[src/hdl/csws_pkg.sv]
// Package for the comment strip and whitespace squeeze block.
// Holds the transfer payload types, character constants and scanner state codes.
// Used by comment_strip_whitespace_squeeze_core and its checker.
package csws_pkg;

  // character codes the scanner looks for
  localparam logic [7:0] CH_SLASH = 8'h2F;
  localparam logic [7:0] CH_STAR  = 8'h2A;
  localparam logic [7:0] CH_SPACE = 8'h20;
  localparam logic [7:0] CH_NL    = 8'h0A;

  // input item kinds
  localparam logic KIND_TEXT = 1'b0;
  localparam logic KIND_END  = 1'b1;

  // input payload
  typedef struct packed {
    logic       kind;
    logic [7:0] in_byte;
  } in_item_t;

  // result payload
  typedef struct packed {
    logic [7:0] out_byte;
    logic       is_status;
    logic       is_error;
    logic       last;
  } out_item_t;

  // scanner states, one-hot
  typedef enum logic [14:0] {
    S_START  = 15'b000000000000001, // before any text
    S_SL0    = 15'b000000000000010, // slash at start
    S_CODE   = 15'b000000000000100, // in code
    S_LC0    = 15'b000000000001000, // line comment at start
    S_BC0    = 15'b000000000010000, // block comment at start
    S_BC0S   = 15'b000000000100000, // block comment at start, star seen
    S_SLW    = 15'b000000001000000, // slash after whitespace
    S_LCW    = 15'b000000010000000, // line comment after whitespace
    S_BCW    = 15'b000000100000000, // block comment after whitespace
    S_BCWS   = 15'b000001000000000, // block comment after whitespace, star seen
    S_SLC    = 15'b000010000000000, // slash after code
    S_LCC    = 15'b000100000000000, // line comment after code
    S_BCC    = 15'b001000000000000, // block comment after code
    S_BCCS   = 15'b010000000000000, // block comment after code, star seen
    S_WSC    = 15'b100000000000000  // whitespace following code
  } scan_state_t;

  function automatic logic is_ws(input logic [7:0] c);
    return (c == CH_SPACE) || (c == CH_NL);
  endfunction

endpackage

[src/hdl/comment_strip_whitespace_squeeze_core.sv]
// Top level of the comment strip and whitespace squeeze block.
// Depends on csws_pkg for payload types, character constants and state codes.
//
// Source text enters one byte per transfer; line and block comments and leading
// whitespace are dropped, whitespace runs after code shrink to their first byte,
// and an end-of-input item yields one status result before the scanner restarts.
// An accepted item waits in the input register and is scanned from there; its
// results (none, one or two) land in a two-entry result buffer when the buffer is
// empty or its only result leaves, so an output stall holds the item back. Items
// with at most one result flow at one byte per cycle while the output does not
// stall; an item with two results holds up the next one, as the single result port
// drains the buffer one result per cycle.
module comment_strip_whitespace_squeeze_core (
  input  logic               clk,
  input  logic               rst,
  input  logic               in_valid,
  output logic               in_stall,
  input  csws_pkg::in_item_t in_data,
  output logic               out_valid,
  input  logic               out_stall,
  output csws_pkg::out_item_t out_data
);

  // input register
  logic                 a_valid;
  csws_pkg::in_item_t   a_item;
  // scanner state
  csws_pkg::scan_state_t scan_state, scan_state_next;
  logic                 error_seen, error_seen_next;
  // result buffer
  logic [1:0]           pend_cnt;
  csws_pkg::out_item_t  slot0, slot1;

  // scan outputs
  logic [1:0]           res_n;
  csws_pkg::out_item_t  res0, res1;
  logic [7:0]           b0, b1;
  logic [7:0]           c;

  logic out_fire, a_advance, in_fire;

  assign out_fire  = out_valid && !out_stall;
  assign a_advance = a_valid && ((pend_cnt == 2'd0) || ((pend_cnt == 2'd1) && out_fire));
  assign in_stall  = a_valid && !a_advance;
  assign in_fire   = in_valid && !in_stall;
  assign out_valid = (pend_cnt != 2'd0);
  assign out_data  = slot0;
  assign c         = a_item.in_byte;

  // scanner next state and emitted bytes
  always_comb begin
    scan_state_next = scan_state;
    error_seen_next = error_seen;
    res_n = 2'd0;
    b0 = c;
    b1 = c;
    if (a_item.kind == csws_pkg::KIND_END) begin
      scan_state_next = csws_pkg::S_START;
      error_seen_next = 1'b0;
      res_n = 2'd1;
    end else if (!error_seen) begin
      unique case (scan_state)
        csws_pkg::S_START: begin
          if (csws_pkg::is_ws(c)) begin
          end else if (c == csws_pkg::CH_SLASH) begin
            scan_state_next = csws_pkg::S_SL0;
          end else begin
            res_n = 2'd1;
            scan_state_next = csws_pkg::S_CODE;
          end
        end
        csws_pkg::S_SL0: begin
          if (c == csws_pkg::CH_SLASH) scan_state_next = csws_pkg::S_LC0;
          else if (c == csws_pkg::CH_STAR) scan_state_next = csws_pkg::S_BC0;
          else error_seen_next = 1'b1;
        end
        csws_pkg::S_CODE: begin
          if (csws_pkg::is_ws(c)) begin
            res_n = 2'd1;
            scan_state_next = csws_pkg::S_WSC;
          end else if (c == csws_pkg::CH_SLASH) begin
            scan_state_next = csws_pkg::S_SLC;
          end else begin
            res_n = 2'd1;
          end
        end
        csws_pkg::S_LC0: begin
          if (c == csws_pkg::CH_NL) scan_state_next = csws_pkg::S_START;
        end
        csws_pkg::S_BC0: begin
          if (c == csws_pkg::CH_STAR) scan_state_next = csws_pkg::S_BC0S;
        end
        csws_pkg::S_BC0S: begin
          if (c == csws_pkg::CH_SLASH) scan_state_next = csws_pkg::S_START;
          else if (c != csws_pkg::CH_STAR) scan_state_next = csws_pkg::S_BC0;
        end
        csws_pkg::S_SLW: begin
          if (c == csws_pkg::CH_STAR) begin
            scan_state_next = csws_pkg::S_BCW;
          end else if (c == csws_pkg::CH_SLASH) begin
            scan_state_next = csws_pkg::S_LCW;
          end else if (csws_pkg::is_ws(c)) begin
            // whitespace after the slash always comes out as a newline
            res_n = 2'd2;
            b0 = csws_pkg::CH_SLASH;
            b1 = csws_pkg::CH_NL;
            scan_state_next = csws_pkg::S_WSC;
          end else begin
            res_n = 2'd2;
            b0 = csws_pkg::CH_SLASH;
            scan_state_next = csws_pkg::S_CODE;
          end
        end
        csws_pkg::S_LCW: begin
          if (c == csws_pkg::CH_NL) scan_state_next = csws_pkg::S_WSC;
        end
        csws_pkg::S_BCW: begin
          if (c == csws_pkg::CH_STAR) scan_state_next = csws_pkg::S_BCWS;
        end
        csws_pkg::S_BCWS: begin
          if (c == csws_pkg::CH_SLASH) scan_state_next = csws_pkg::S_WSC;
          else if (c != csws_pkg::CH_STAR) scan_state_next = csws_pkg::S_BCW;
        end
        csws_pkg::S_SLC: begin
          if (csws_pkg::is_ws(c)) begin
            res_n = 2'd2;
            b0 = csws_pkg::CH_SLASH;
            scan_state_next = csws_pkg::S_WSC;
          end else if (c == csws_pkg::CH_SLASH) begin
            scan_state_next = csws_pkg::S_LCC;
          end else if (c == csws_pkg::CH_STAR) begin
            scan_state_next = csws_pkg::S_BCC;
          end else begin
            res_n = 2'd2;
            b0 = csws_pkg::CH_SLASH;
            scan_state_next = csws_pkg::S_CODE;
          end
        end
        csws_pkg::S_LCC: begin
          if (c == csws_pkg::CH_NL) begin
            res_n = 2'd1;
            scan_state_next = csws_pkg::S_WSC;
          end
        end
        csws_pkg::S_BCC: begin
          if (c == csws_pkg::CH_STAR) scan_state_next = csws_pkg::S_BCCS;
        end
        csws_pkg::S_BCCS: begin
          if (c == csws_pkg::CH_SLASH) scan_state_next = csws_pkg::S_CODE;
          else if (c != csws_pkg::CH_STAR) scan_state_next = csws_pkg::S_BCC;
        end
        csws_pkg::S_WSC: begin
          if (csws_pkg::is_ws(c)) begin
          end else if (c == csws_pkg::CH_SLASH) begin
            scan_state_next = csws_pkg::S_SLW;
          end else begin
            res_n = 2'd1;
            scan_state_next = csws_pkg::S_CODE;
          end
        end
        default: begin
          // illegal state code counts as a syntax error
          error_seen_next = 1'b1;
        end
      endcase
    end
  end

  // result words
  always_comb begin
    if (a_item.kind == csws_pkg::KIND_END) begin
      res0.out_byte  = 8'd0;
      res0.is_status = 1'b1;
      res0.is_error  = error_seen ||
                       (scan_state == csws_pkg::S_BC0) || (scan_state == csws_pkg::S_BC0S) ||
                       (scan_state == csws_pkg::S_BCW) || (scan_state == csws_pkg::S_BCWS) ||
                       (scan_state == csws_pkg::S_BCC) || (scan_state == csws_pkg::S_BCCS);
      res0.last      = 1'b1;
    end else begin
      res0.out_byte  = b0;
      res0.is_status = 1'b0;
      res0.is_error  = 1'b0;
      res0.last      = (res_n == 2'd1);
    end
    res1.out_byte  = b1;
    res1.is_status = 1'b0;
    res1.is_error  = 1'b0;
    res1.last      = 1'b1;
  end

  // input register
  always_ff @(posedge clk) begin
    if (rst) begin
      a_valid <= 1'b0;
    end else if (in_fire) begin
      a_valid <= 1'b1;
    end else if (a_advance) begin
      a_valid <= 1'b0;
    end
    if (in_fire) begin
      a_item <= in_data;
    end
  end

  // scanner state update
  always_ff @(posedge clk) begin
    if (rst) begin
      scan_state <= csws_pkg::S_START;
      error_seen <= 1'b0;
    end else if (a_advance) begin
      scan_state <= scan_state_next;
      error_seen <= error_seen_next;
    end
  end

  // result buffer, drained one transfer per cycle while the output is not stalled
  always_ff @(posedge clk) begin
    if (rst) begin
      pend_cnt <= 2'd0;
    end else if (a_advance) begin
      pend_cnt <= res_n;
    end else if (out_fire) begin
      pend_cnt <= pend_cnt - 2'd1;
    end
    if (a_advance) begin
      slot0 <= res0;
      slot1 <= res1;
    end else if (out_fire) begin
      slot0 <= slot1;
    end
  end

endmodule

[config.mk]
export PLATFORM = sky130hd
export DESIGN_NAME = comment_strip_whitespace_squeeze_core
export DESIGN_NICKNAME = d
export VERILOG_FILES = /design/src/hdl/csws_pkg.sv /design/src/hdl/comment_strip_whitespace_squeeze_core.sv
export SDC_FILE = /design/constraint.sdc
export NUM_CORES = 1
export LEC_CHECK = 0
export ABC_AREA = 1
export ABC_CLOCK_PERIOD_IN_PS = 5700
export BUFFER_PORTS_ARGS = -buffer_cell sky130_fd_sc_hd__buf_2
export CORE_UTILIZATION = 33
export CTS_CLUSTER_SIZE = 25
export DETAILED_ROUTE_END_ITERATION = 10
export PLACE_DENSITY = 0.6
export SLEW_MARGIN = 15
export SYNTH_ARGS = -nofsm -noshare
export SYNTH_HDL_FRONTEND = slang
export SYNTH_SLANG_ARGS = --single-unit
[constraint.sdc]
create_clock -name clk -period 5.7 [get_ports clk]
set_input_delay 0.855 -clock clk [delete_from_list [all_inputs] [get_ports clk]]
set_output_delay 0.855 -clock clk [all_outputs]
set_load 0.05 [all_outputs]
Word level (Yosys, flattened, before mapping)
Cells that the tools add are included.
{"block": "classes", "addsub": 1, "reduce_logical": 25, "eq_ne": 35, "n_mux": 65}
{"operator": "2-to-1 mux 15 bit", "n": 23}
{"operator": "case mux 15 bit (14 select lines)", "n": 1}
{"operator": "2-to-1 mux 8 bit", "n": 12}
{"operator": "2-to-1 mux 11 bit", "n": 3}
{"operator": "2-to-1 mux 13 bit", "n": 2}
{"operator": "equality test 8 x 6 -> 1 bit (second input constant)", "n": 3}
{"operator": "!= test 4 bit (second input constant)", "n": 5}
{"operator": "2-to-1 mux 2 bit", "n": 9}
{"operator": "!= test 3 bit (second input constant)", "n": 6}
{"operator": "case mux 8 bit (2 select lines)", "n": 1}
{"operator": "equality test 15 x 1 -> 1 bit (second input constant)", "n": 1}
{"operator": "equality test 15 x 10 -> 1 bit (second input constant)", "n": 1}
{"operator": "equality test 15 x 11 -> 1 bit (second input constant)", "n": 1}
{"operator": "equality test 15 x 12 -> 1 bit (second input constant)", "n": 1}
{"operator": "equality test 15 x 13 -> 1 bit (second input constant)", "n": 1}
{"operator": "equality test 15 x 14 -> 1 bit (second input constant)", "n": 1}
{"operator": "equality test 15 bit (second input constant)", "n": 1}
{"operator": "equality test 15 x 2 -> 1 bit (second input constant)", "n": 1}
{"operator": "equality test 15 x 3 -> 1 bit (second input constant)", "n": 1}
{"operator": "equality test 15 x 4 -> 1 bit (second input constant)", "n": 1}
{"operator": "equality test 15 x 5 -> 1 bit (second input constant)", "n": 1}
{"operator": "equality test 15 x 6 -> 1 bit (second input constant)", "n": 1}
{"operator": "equality test 15 x 7 -> 1 bit (second input constant)", "n": 1}
{"operator": "equality test 15 x 8 -> 1 bit (second input constant)", "n": 1}
{"operator": "21 further kinds", "n": 47}
{"block": "totals", "inputBits": 13, "register_bits": 47, "out_inout_bits": 13, "word_cells": 137}

Depth between registers and ports, before layout
Gate-level depths: netlist of the first run.
{"block": "depth", "word_depth": 10, "ltp_mapped": 15, "mapped_depth_nobuf": 14}

Worst setup path after synthesis of the first run
OpenSTA, ideal clock, no wires.
{"block": "synth_timing", "path_kind": "input port to flip-flop", "start": "in out_stall", "end": "reg scan_state[2]", "slack_ns": 3.170, "path_buffers": 1, "t_arrival_ns": 2.415, "setup_ns": 0.115, "required_time_ns": 5.585, "stages": 9, "cell_sequence": "nor2_1 > a21oi_1 > nor2_1 > nand3_1 > a21oi_2 > buf_4 > nand3_1 > nand2_1 > nor2_1"}
{"block": "synth_between", "elab_chain_len": 6}
{"item": "start: declaration", "line": "comment_strip_whitespace_squeeze_core.sv:20", "source": "input logic out_stall,"}
{"item": "logical NOT 1 bit", "line": "comment_strip_whitespace_squeeze_core.sv:42", "source": "assign out_fire = out_valid && !out_stall;"}
{"item": "logical AND 1 bit", "line": "comment_strip_whitespace_squeeze_core.sv:42"}
{"item": "logical AND 1 bit", "line": "comment_strip_whitespace_squeeze_core.sv:43", "source": "assign a_advance = a_valid && ((pend_cnt == 2'd0) || ((pend_cnt == 2'd1) && out_fire));"}
{"item": "logical OR 1 bit", "line": "comment_strip_whitespace_squeeze_core.sv:43"}
{"item": "logical AND 1 bit", "line": "comment_strip_whitespace_squeeze_core.sv:43"}
{"item": "net a_advance", "line": "comment_strip_whitespace_squeeze_core.sv:40", "source": "logic out_fire, a_advance, in_fire;"}
{"item": "AND reduction 15 bit (no source line)"}
{"item": "end signal: assignment", "line": "comment_strip_whitespace_squeeze_core.sv:208", "source": "scan_state <= csws_pkg::S_START;"}
{"item": "end signal: assignment", "line": "comment_strip_whitespace_squeeze_core.sv:211", "source": "scan_state <= scan_state_next;"}
{"item": "end: declaration", "line": "comment_strip_whitespace_squeeze_core.sv:28", "source": "csws_pkg::scan_state_t scan_state, scan_state_next;"}
The timed path passes the listed nets, and every way through them passes these cells.
A chain may end at the register's enable or synchronous reset.

Worst setup path in the final report of the first run
{"block": "layout_timing", "start": "reg a_item, in the netlist c[7]", "end": "reg scan_state[8]"}
{"block": "layout_between", "elab_chain_len": 6, "elab_cells_between_ends": 31, "cone_classes": "eq/ne: 17; mux: 12; reduce/logical: 2"}
{"item": "start: declaration", "line": "comment_strip_whitespace_squeeze_core.sv:26", "source": "csws_pkg::in_item_t a_item;"}
{"item": "start signal: assignment", "line": "comment_strip_whitespace_squeeze_core.sv:201", "source": "a_item <= in_data;"}
{"item": "equality test 8 x 6 -> 1 bit, or another cell as far along"}
{"item": "2-to-1 mux 13 bit, or another cell as far along", "line": "comment_strip_whitespace_squeeze_core.sv:129", "source": "end else if (c == csws_pkg::CH_SLASH) begin"}
{"item": "2-to-1 mux 15 bit (on tied branches)", "line": "comment_strip_whitespace_squeeze_core.sv:125, comment_strip_whitespace_squeeze_core.sv:78, comment_strip_whitespace_squeeze_core.sv:98"}
{"item": "case mux 15 bit (14 select lines)", "line": "comment_strip_whitespace_squeeze_core.sv:62", "source": "unique case (scan_state)"}
{"item": "2-to-1 mux 15 bit", "line": "comment_strip_whitespace_squeeze_core.sv:61", "source": "end else if (!error_seen) begin"}
{"item": "2-to-1 mux 15 bit", "line": "comment_strip_whitespace_squeeze_core.sv:57", "source": "if (a_item.kind == csws_pkg::KIND_END) begin"}
Parallel ways exist; a longest one is shown, timed or not. The select of a mux whose other input is x is not followed.

==> results of run 1 <==
-- per-layer routing --
layer,up-vias,GRT usage,wire length (um)
li1,1375,-,-
met1,1231,0.252,3600
met2,78,0.248,3050
met3,14,0.0221,306
met4,0,0.0547,136
met5,-,0,0
-- cells by family after synthesis --
logic type      synth area share
fa+ha+maj                0.00863
flops                      0.421
buf+inv                   0.0932
simple gates               0.398
compound gates            0.0786
-- cell usage after synthesis --
master	count	area, um^2
nand4_1	5	31.3
buf_6	2	22.5
clkbuf_1	10	37.5
nor3_1	1	5.00
o21ai_0	12	60.1
o221ai_1	1	8.76
a41oi_1	1	8.76
a21oi_2	2	17.5
dfxtp_1	19	380
and2_1	1	6.26
nand2_1	103	387
buf_4	4	30.0
nand3b_1	7	52.6
nand4_2	1	12.5
nand2_4	1	11.3
edfxtp_1	28	841
nor2_4	2	22.5
nand3_1	55	275
ha_1	2	25.0
inv_2	6	22.5
nand2_2	5	31.3
nor2_1	76	285
nor2_2	4	25.0
clkinv_1	1	3.75
inv_1	41	154
o211ai_1	2	15.0
a21oi_1	20	100
a22o_1	2	17.5
nand3_2	1	10.0
-- critical path: cells and delay by family, from the launching register on --
kind | cells | cell delay [ns]
AND/OR/NAND/NOR | 9 | 1.54
AO/OA/AOI/OAI | 1 | 0.75
flip-flops | 1 | 0.43
buffers and inverters | 1 | 0.20
-- through the flow --
stage               std cells  utilization
floorplan                 415            -
global placement          530        0.368
detailed placement        530        0.368
CTS                       538        0.382
global route              538        0.382
finish                    538        0.382
-- flip-flops by register name, summed over array words and instances (netlist names) --
| signal | count |
|---|---|
| a_item | 1 |
| a_valid | 1 |
| c | 8 |
| error_seen | 1 |
| out_data | 11 |
| pend_cnt | 2 |
| scan_state | 15 |
| slot1 | 8 |
-- power by group through the flow --
stage                     registers (uW)  clock network (uW)  logic (uW)
final                                452                 257         414
after detailed placement             460                   0         411
after global placement               458                   0         409
after CTS                            453                 262         412
after global routing                 459                 276         464
after floorplan                      500                   0         308
-- final cells by class --
class,count,area (um^2),area share
clock inverter,3,47.5,0.0149
inverter,48,180,0.0565
sequential,47,1220,0.383
timing repair buffer,26,133,0.0416
clock buffer,5,68.8,0.0216
multi-input combinational,304,1410,0.441
tap,105,131,0.0412
-- how the worst max path moves through the flow --
stage | from | end | cells past startpoint | slack (ns)
floorplan | out_stall | scan_state[2]$_SDFFE_PP0P_ | 9 | 3.17
global placement | out_stall | scan_state[6]$_SDFFE_PP0P_ | 11 | 2.78
detailed placement | out_stall | scan_state[6]$_SDFFE_PP0P_ | 11 | 2.76
CTS | c[7]$_DFFE_PP_ | scan_state[8]$_SDFFE_PP0P_ | 11 | 2.77
global route | c[4]$_DFFE_PP_ | scan_state[6]$_SDFFE_PP0P_ | 11 | 2.44
finish | c[7]$_DFFE_PP_ | scan_state[8]$_SDFFE_PP0P_ | 11 | 2.71
==> key figures, run 1 <==
Floorplan
  – Number of I/O pins: 26
  – Die X: 95.7 um
  – Die Footprint: 9160 um^2
  – Core area: 8340 um^2
  – Initial Util: 0.348
  – Die Ht: 95.7 um
  – Site row count: 33

Critical path
  – Critical Path Sink Type: flip-flop
  – Worst r2r path cells: 11
  – Worst path max stage delay: 0.75 ns
  – Worst r2r src: c[7]$_DFFE_PP_
  – R2R Setup Slk: 2.71 ns
  – Crit-path slowest cell: a21oi_2
  – WP data required: 5.94 ns
  – Setup Crit Path Kind: flip-flop to flip-flop
  – CP max FO: 24
  – Worst setup SP type: flip-flop
  – CP Cell Sequence: nor2_1, nand2_1, nor2_1, inv_1, nand3_1, nand3_1, a21oi_2, nand2_2, nand2_1, nand2_1, nor2_1
  – Arrival time worst endpoint: 3.23 ns
  – FF-to-FF End: scan_state[8]$_SDFFE_PP0P_

Drt
  – Pre-antenna DRT Iters: 5
  – Post-route ant nets: 0
  – Detailed Route WL: 7090 um
  – Routed vias: 2698
  – Drt via density: 5.01
  – Iter 0 DRT Violations: 303
  – DR DRC count: 0
  – WL/cell: 13.2 um

GRT
  – Largest net degree at the start of global routing: 25
  – Initial antenna violation count: 0
  – Vias in the first global route: 2311
  – Gr ovfl total: 0
  – First-pass GRT wire length: 11600 um
  – Tot GR Track Use: 0.168

Pwr
  – VDD IR max: 0.000113 V
  – NetSw: 461 uW
  – Total power: 1120 uW
  – Pint: 662 uW
  – PwrDens: 352 nW/um^2
  – LEAKAGE: 0.00147 uW
  – Power share of the combinational group: 0.369
  – Clk pwr share: 0.229
  – Sequential fraction of design power: 0.403
  – Sw Ratio: 0.411

Yosys
  – Yosys reg bits: 47
  – Synth Cell Area: 2900 um^2
  – Gate Count Post-Synth: 415
  – Mapped Nets: 430
  – Yosys warning count: 0
  – Register area share after synthesis: 0.421
  – Mapped Avg Cell Area: 6.99 um^2
  – Distinct cells, synth: 29

Timing
  – Fmax: 335 MHz
  – Skew final: 0.00946 ns
  – Final Hold Fails: 0
  – Worst slew margin: 0.314
  – Fin crit period: 2.99 ns
  – RSZ-0062 raised after global routing: false
  – Setup TNS: 0 ns
  – Final setup violating endpoints: 0
  – WHS: 0.482 ns
  – Max Slew Vio Count: 0
  – Slew @ Worst Pin: 1.03 ns
  – Fin crit share: 0.524
  – Final worst slack: 2.71 ns

Clocking
  – Clk_lat worst skew: 0.31 ns
  – H-Tree Depth: 2
  – Post-CTS setup buffers: 0
  – TritonCTS Buffers: 5
  – Clock sink total: 47
  – Clk root buf: clkbuf_8
  – CTS tree: yes
  – Worst-path clk slew: 0.09 ns
  – Hold buffers post-CTS: 0
  – Clk buf depth: 2
  – Post-CTS Resized: 0

Cells and area
  – Commonest cells after routing, fill and taps aside: nand2_1, nor2_1, nand3_1
  – Final #Nets: 447
  – P&R area growth vs syn: 10.0%
  – Most common cell after layout, fill and taps aside: nand2_1
  – Fill cells: 905
  – Layout cells sized above 1: 0.129
  – Inserted Diodes: 0
  – Final instance area: 3190 um^2

Status
  – Status: completed

Hold path
  – Hold Path Sink: slot1[9]$_DFFE_PP_
  – Hold Crit Class: flip-flop to flip-flop
  – Min-Delay Path Depth: 0
  – Hold_sp: c[6]$_DFFE_PP_

Placement
  – DP Area: 3070 um^2
  – IO buf count: 25
  – Pre-CTS WS: 2.76 ns
  – HPWL after DPL: 5480 um
  – Routability Congestion: 0.955

Run
  – # Max-Cap Violations: 0
Power figures use the tool's default switching activity.
==> inputs of run 2 (changes only) <==
--- a/config.mk
+++ b/config.mk
@@ -6,12 +6,12 @@
 export NUM_CORES = 1
 export LEC_CHECK = 0
 export ABC_AREA = 1
-export ABC_CLOCK_PERIOD_IN_PS = 5700
+export ABC_CLOCK_PERIOD_IN_PS = 2400
 export BUFFER_PORTS_ARGS = -buffer_cell sky130_fd_sc_hd__buf_2
 export CORE_UTILIZATION = 33
 export CTS_CLUSTER_SIZE = 25
 export DETAILED_ROUTE_END_ITERATION = 10
-export PLACE_DENSITY = 0.6
+export PLACE_DENSITY = 0.62
 export SLEW_MARGIN = 15
 export SYNTH_ARGS = -nofsm -noshare
 export SYNTH_HDL_FRONTEND = slang
==> constraint.sdc (replaced) <==
create_clock -name clk -period 2.4 [get_ports clk]
set_input_delay 0.36 -clock clk [delete_from_list [all_inputs] [get_ports clk]]
set_output_delay 0.36 -clock clk [all_outputs]
set_load 0.05 [all_outputs]
==> run 2 against run 1 <==
  * Die area unchanged
  * Global-route usage up 0.73 points
  * Design area up 6.7%
  * Worst hold slack worse by 0.26 ns
  * Power rose to 2.6 times the previous value
  * Critical endpoint is now scan_state[11]$_SDFFE_PP0P_
  * Largest cell class unchanged
==> key figures, run 2 (synthesis results as in run 1) <==
Floorplan
  – Die Footprint: 9160 um^2 (unchanged)
  – Die X: 95.7 um (unchanged)
  – Initial Util: 0.348 (unchanged)
  – Site row count: 33 (unchanged)
  – Number of I/O pins: 26 (unchanged)
  – Core area: 8340 um^2 (unchanged)
  – Die Ht: 95.7 um (unchanged)

Clocking
  – TritonCTS Buffers: 5 (unchanged)
  – Clk buf depth: 2 (unchanged)
  – H-Tree Depth: 2 (unchanged)
  – Clock sink total: 47 (unchanged)
  – Hold buffers post-CTS: 0 (unchanged)
  – Clk_lat worst skew: 0.31 ns (about the same)
  – Worst-path clk slew: 0.10 ns (was 0.09 ns)
  – Clk root buf: clkbuf_8 (unchanged)
  – CTS tree: yes (unchanged)

Critical path
  – Worst r2r src: pend_cnt[0]$_SDFFE_PP0P_ (was c[7]$_DFFE_PP_)
  – WP data required: 2.61 ns (was 5.94 ns)
  – Worst r2r path cells: 10 (was 11)
  – WP depth: 10 (was 11)
  – Buffers & Inverters on Critical Path: 1 (unchanged)
  – Arrival time worst endpoint: 2.43 ns (was 3.23 ns)
  – Most frequent cell on the critical path: nor2_1
  – FF-to-FF End: scan_state[11]$_SDFFE_PP0P_ (was scan_state[8]$_SDFFE_PP0P_)
  – Setup Crit Path Kind: flip-flop to flip-flop (unchanged)
  – Worst path max stage delay: 0.52 ns (was 0.75 ns)
  – Critical Path Sink Type: flip-flop (unchanged)
  – CP Cell Sequence: inv_1, ha_1, nor2_1, a21oi_1, nor2_1, nand3_1, a21oi_2, nand3_1, nand2_1, nor2_1 (was nor2_1, nand2_1, nor2_1, inv_1, nand3_1, nand3_1, a21oi_2, nand2_2, nand2_1, nand2_1, nor2_1)
  – R2R Setup Slk: 0.18 ns (was 2.71 ns)
  – Crit-path leading delay family: simple AND/OR/NAND/NOR gates (unchanged)
  – Worst setup SP type: flip-flop (unchanged)
  – CP max FO: 12 (was 24)
  – Crit-path slowest cell: a21oi_2 (unchanged)

Timing
  – Fin crit period: 2.22 ns (was 2.99 ns)
  – Fmax: 450 MHz (was 335 MHz)
  – Worst slew margin: 0.598 (was 0.314)
  – Final Hold Fails: 0 (unchanged)
  – Final setup violating endpoints: 0 (unchanged)
  – Max Slew Vio Count: 0 (unchanged)
  – Fin crit share: 0.925 (was 0.524)
  – RSZ-0062 raised after global routing: false (unchanged)
  – Setup TNS: 0 ns (unchanged)
  – Skew final: 0.0126 ns (was 0.00946 ns)
  – Final worst slack: 0.179 ns (was 2.71 ns)
  – Slew @ Worst Pin: 0.603 ns (was 1.03 ns)

Placement
  – HPWL after DPL: 5700 um (was 5480 um)
  – IO buf count: 25 (unchanged)
  – DP Area: 3220 um^2 (was 3070 um^2)
  – Pre-CTS WS: -0.125 ns (was 2.76 ns)
  – Routability Congestion: 0.979 (was 0.955)

Cells and area
  – Fill cells: 890 (was 905)
  – Most common cell after layout, fill and taps aside: nand2_1 (unchanged)
  – Multi-input logic area: 1450 um^2 (was 1410 um^2)
  – Sequential Area: 1220 um^2 (unchanged)
  – Reg with most FFs: scan_state (unchanged)
  – Final instance area: 3400 um^2 (was 3190 um^2)
  – Max reg flops: 15 (unchanged)
  – Final core occ: 0.408 (was 0.382)
  – Final #Nets: 469 (was 447)
  – Inserted Diodes: 0 (unchanged)
  – P&R area growth vs syn: 17.4% (was 10.0%)
  – Commonest cells after routing, fill and taps aside: nand2_1, nor2_1, nand3_1 (unchanged)
  – Layout cells sized above 1: 0.178 (was 0.129)

Pwr
  – LEAKAGE: 0.00158 uW (was 0.00147 uW)
  – Power share of the combinational group: 0.378 (was 0.369)
  – Pint: 1730 uW (was 662 uW)
  – NetSw: 1170 uW (was 461 uW)
  – Sw Ratio: 0.405 (was 0.411)
  – PwrDens: 852 nW/um^2 (was 352 nW/um^2)
  – Clk pwr share: 0.254 (was 0.229)
  – VDD IR max: 0.000398 V (was 0.000113 V)
  – Sequential fraction of design power: 0.367 (was 0.403)

GRT
  – Vias in the first global route: 2493 (was 2311)
  – Tot GR Track Use: 0.175 (was 0.168)
  – First-pass GRT wire length: 12200 um (was 11600 um)
  – Initial antenna violation count: 0 (unchanged)
  – Largest net degree at the start of global routing: 25 (unchanged)
  – Gr ovfl total: 0 (unchanged)

Drt
  – Pre-antenna DRT Iters: 5 (unchanged)
  – Met2 wire length: 3440 um (was 3050 um)
  – Detailed Route WL: 7730 um (was 7090 um)
  – DR top layer: met4 (unchanged)
  – Iter 0 DRT Violations: 291 (was 303)
  – WL/cell: 13.8 um (was 13.2 um)
  – Drt via density: 5.04 (was 5.01)
  – Post-route ant nets: 0 (unchanged)
  – M1 WL: 3650 um (was 3600 um)
  – DR DRC count: 0 (unchanged)
  – Routed wl met3: 522 um (was 306 um)
  – Routed vias: 2821 (was 2698)

Status
  – Status: completed (unchanged)

Hold path
  – Hold_sp: in_data[3] (was c[6]$_DFFE_PP_)
  – Min-Delay Path Depth: 1 (was 0)
  – Hold Path Sink: c[3]$_DFFE_PP_ (was slot1[9]$_DFFE_PP_)
  – Hold Crit Class: input pin to flip-flop (was flip-flop to flip-flop)

Run
  – # Max-Cap Violations: 0 (unchanged)
run 2: worst register-to-register path: cells and delay by family, from the launching register on:
family	cells	cell delay, ns
fa+ha+maj	1	0.23
compound gates	2	0.62
flops	1	0.39
buf+inv	1	0.06
simple gates	6	0.82
run 2: timing repair:
| action | 4_1_cts | 5_1_grt |
|---|---|---|
| resized for setup | 1 | 4 |
| cloned | 0 | 2 |
| buffers inserted | 0 | 1 |
| pin swaps | 0 | 2 |
| endpoints found under the setup margin | 15 | 23 |
run 2: worst max path at each step:
stage / end / start
3_5_place_dp: scan_state[4]$_SDFFE_PP0P_ / scan_state[14]$_SDFFE_PP0P_
5_1_grt: scan_state[4]$_SDFFE_PP0P_ / c[0]$_DFFE_PP_
2_1_floorplan: scan_state[2]$_SDFFE_PP0P_ / pend_cnt[0]$_SDFFE_PP0P_
6_report: scan_state[11]$_SDFFE_PP0P_ / pend_cnt[0]$_SDFFE_PP0P_
3_3_place_gp: scan_state[6]$_SDFFE_PP0P_ / scan_state[14]$_SDFFE_PP0P_
4_1_cts: out_data[4]$_DFFE_PP_ / pend_cnt[0]$_SDFFE_PP0P_
run 2: stage by stage:
stage,std cells,total power [uW],hold WS (ns)
floorplan,415,1920,0.429
finish,560,2900,0.219
global route,560,3080,0.208
detailed placement,549,2120,0.495
CTS,557,2860,0.213
global placement,549,2120,0.480
run 2: final cells by class:
type                    instances  share of cell area
clock buffers                   5              0.0202
flip-flops and latches         47               0.359
well taps                     105              0.0386
inverters                      48              0.0529
multi-input cells             306               0.426
clock inverters                 3              0.0209
repair buffers                 46              0.0831
run 2: power by group through the flow:
| stage | Combinational [uW] | Clock [uW] | Sequential (uW) |
|---|---|---|---|
| global placement | 1030 | 0 | 1080 |
| floorplan | 731 | 0 | 1190 |
| detailed placement | 1040 | 0 | 1080 |
| global route | 1210 | 781 | 1080 |
| finish | 1100 | 737 | 1070 |
| CTS | 1040 | 752 | 1070 |
run 2: per-layer routing:
layer,GRT usage,vias to the layer above
li1,-,1430
met2,0.268,107
met1,0.253,1270
met4,0.0535,0
met5,0,-
met3,0.0269,14
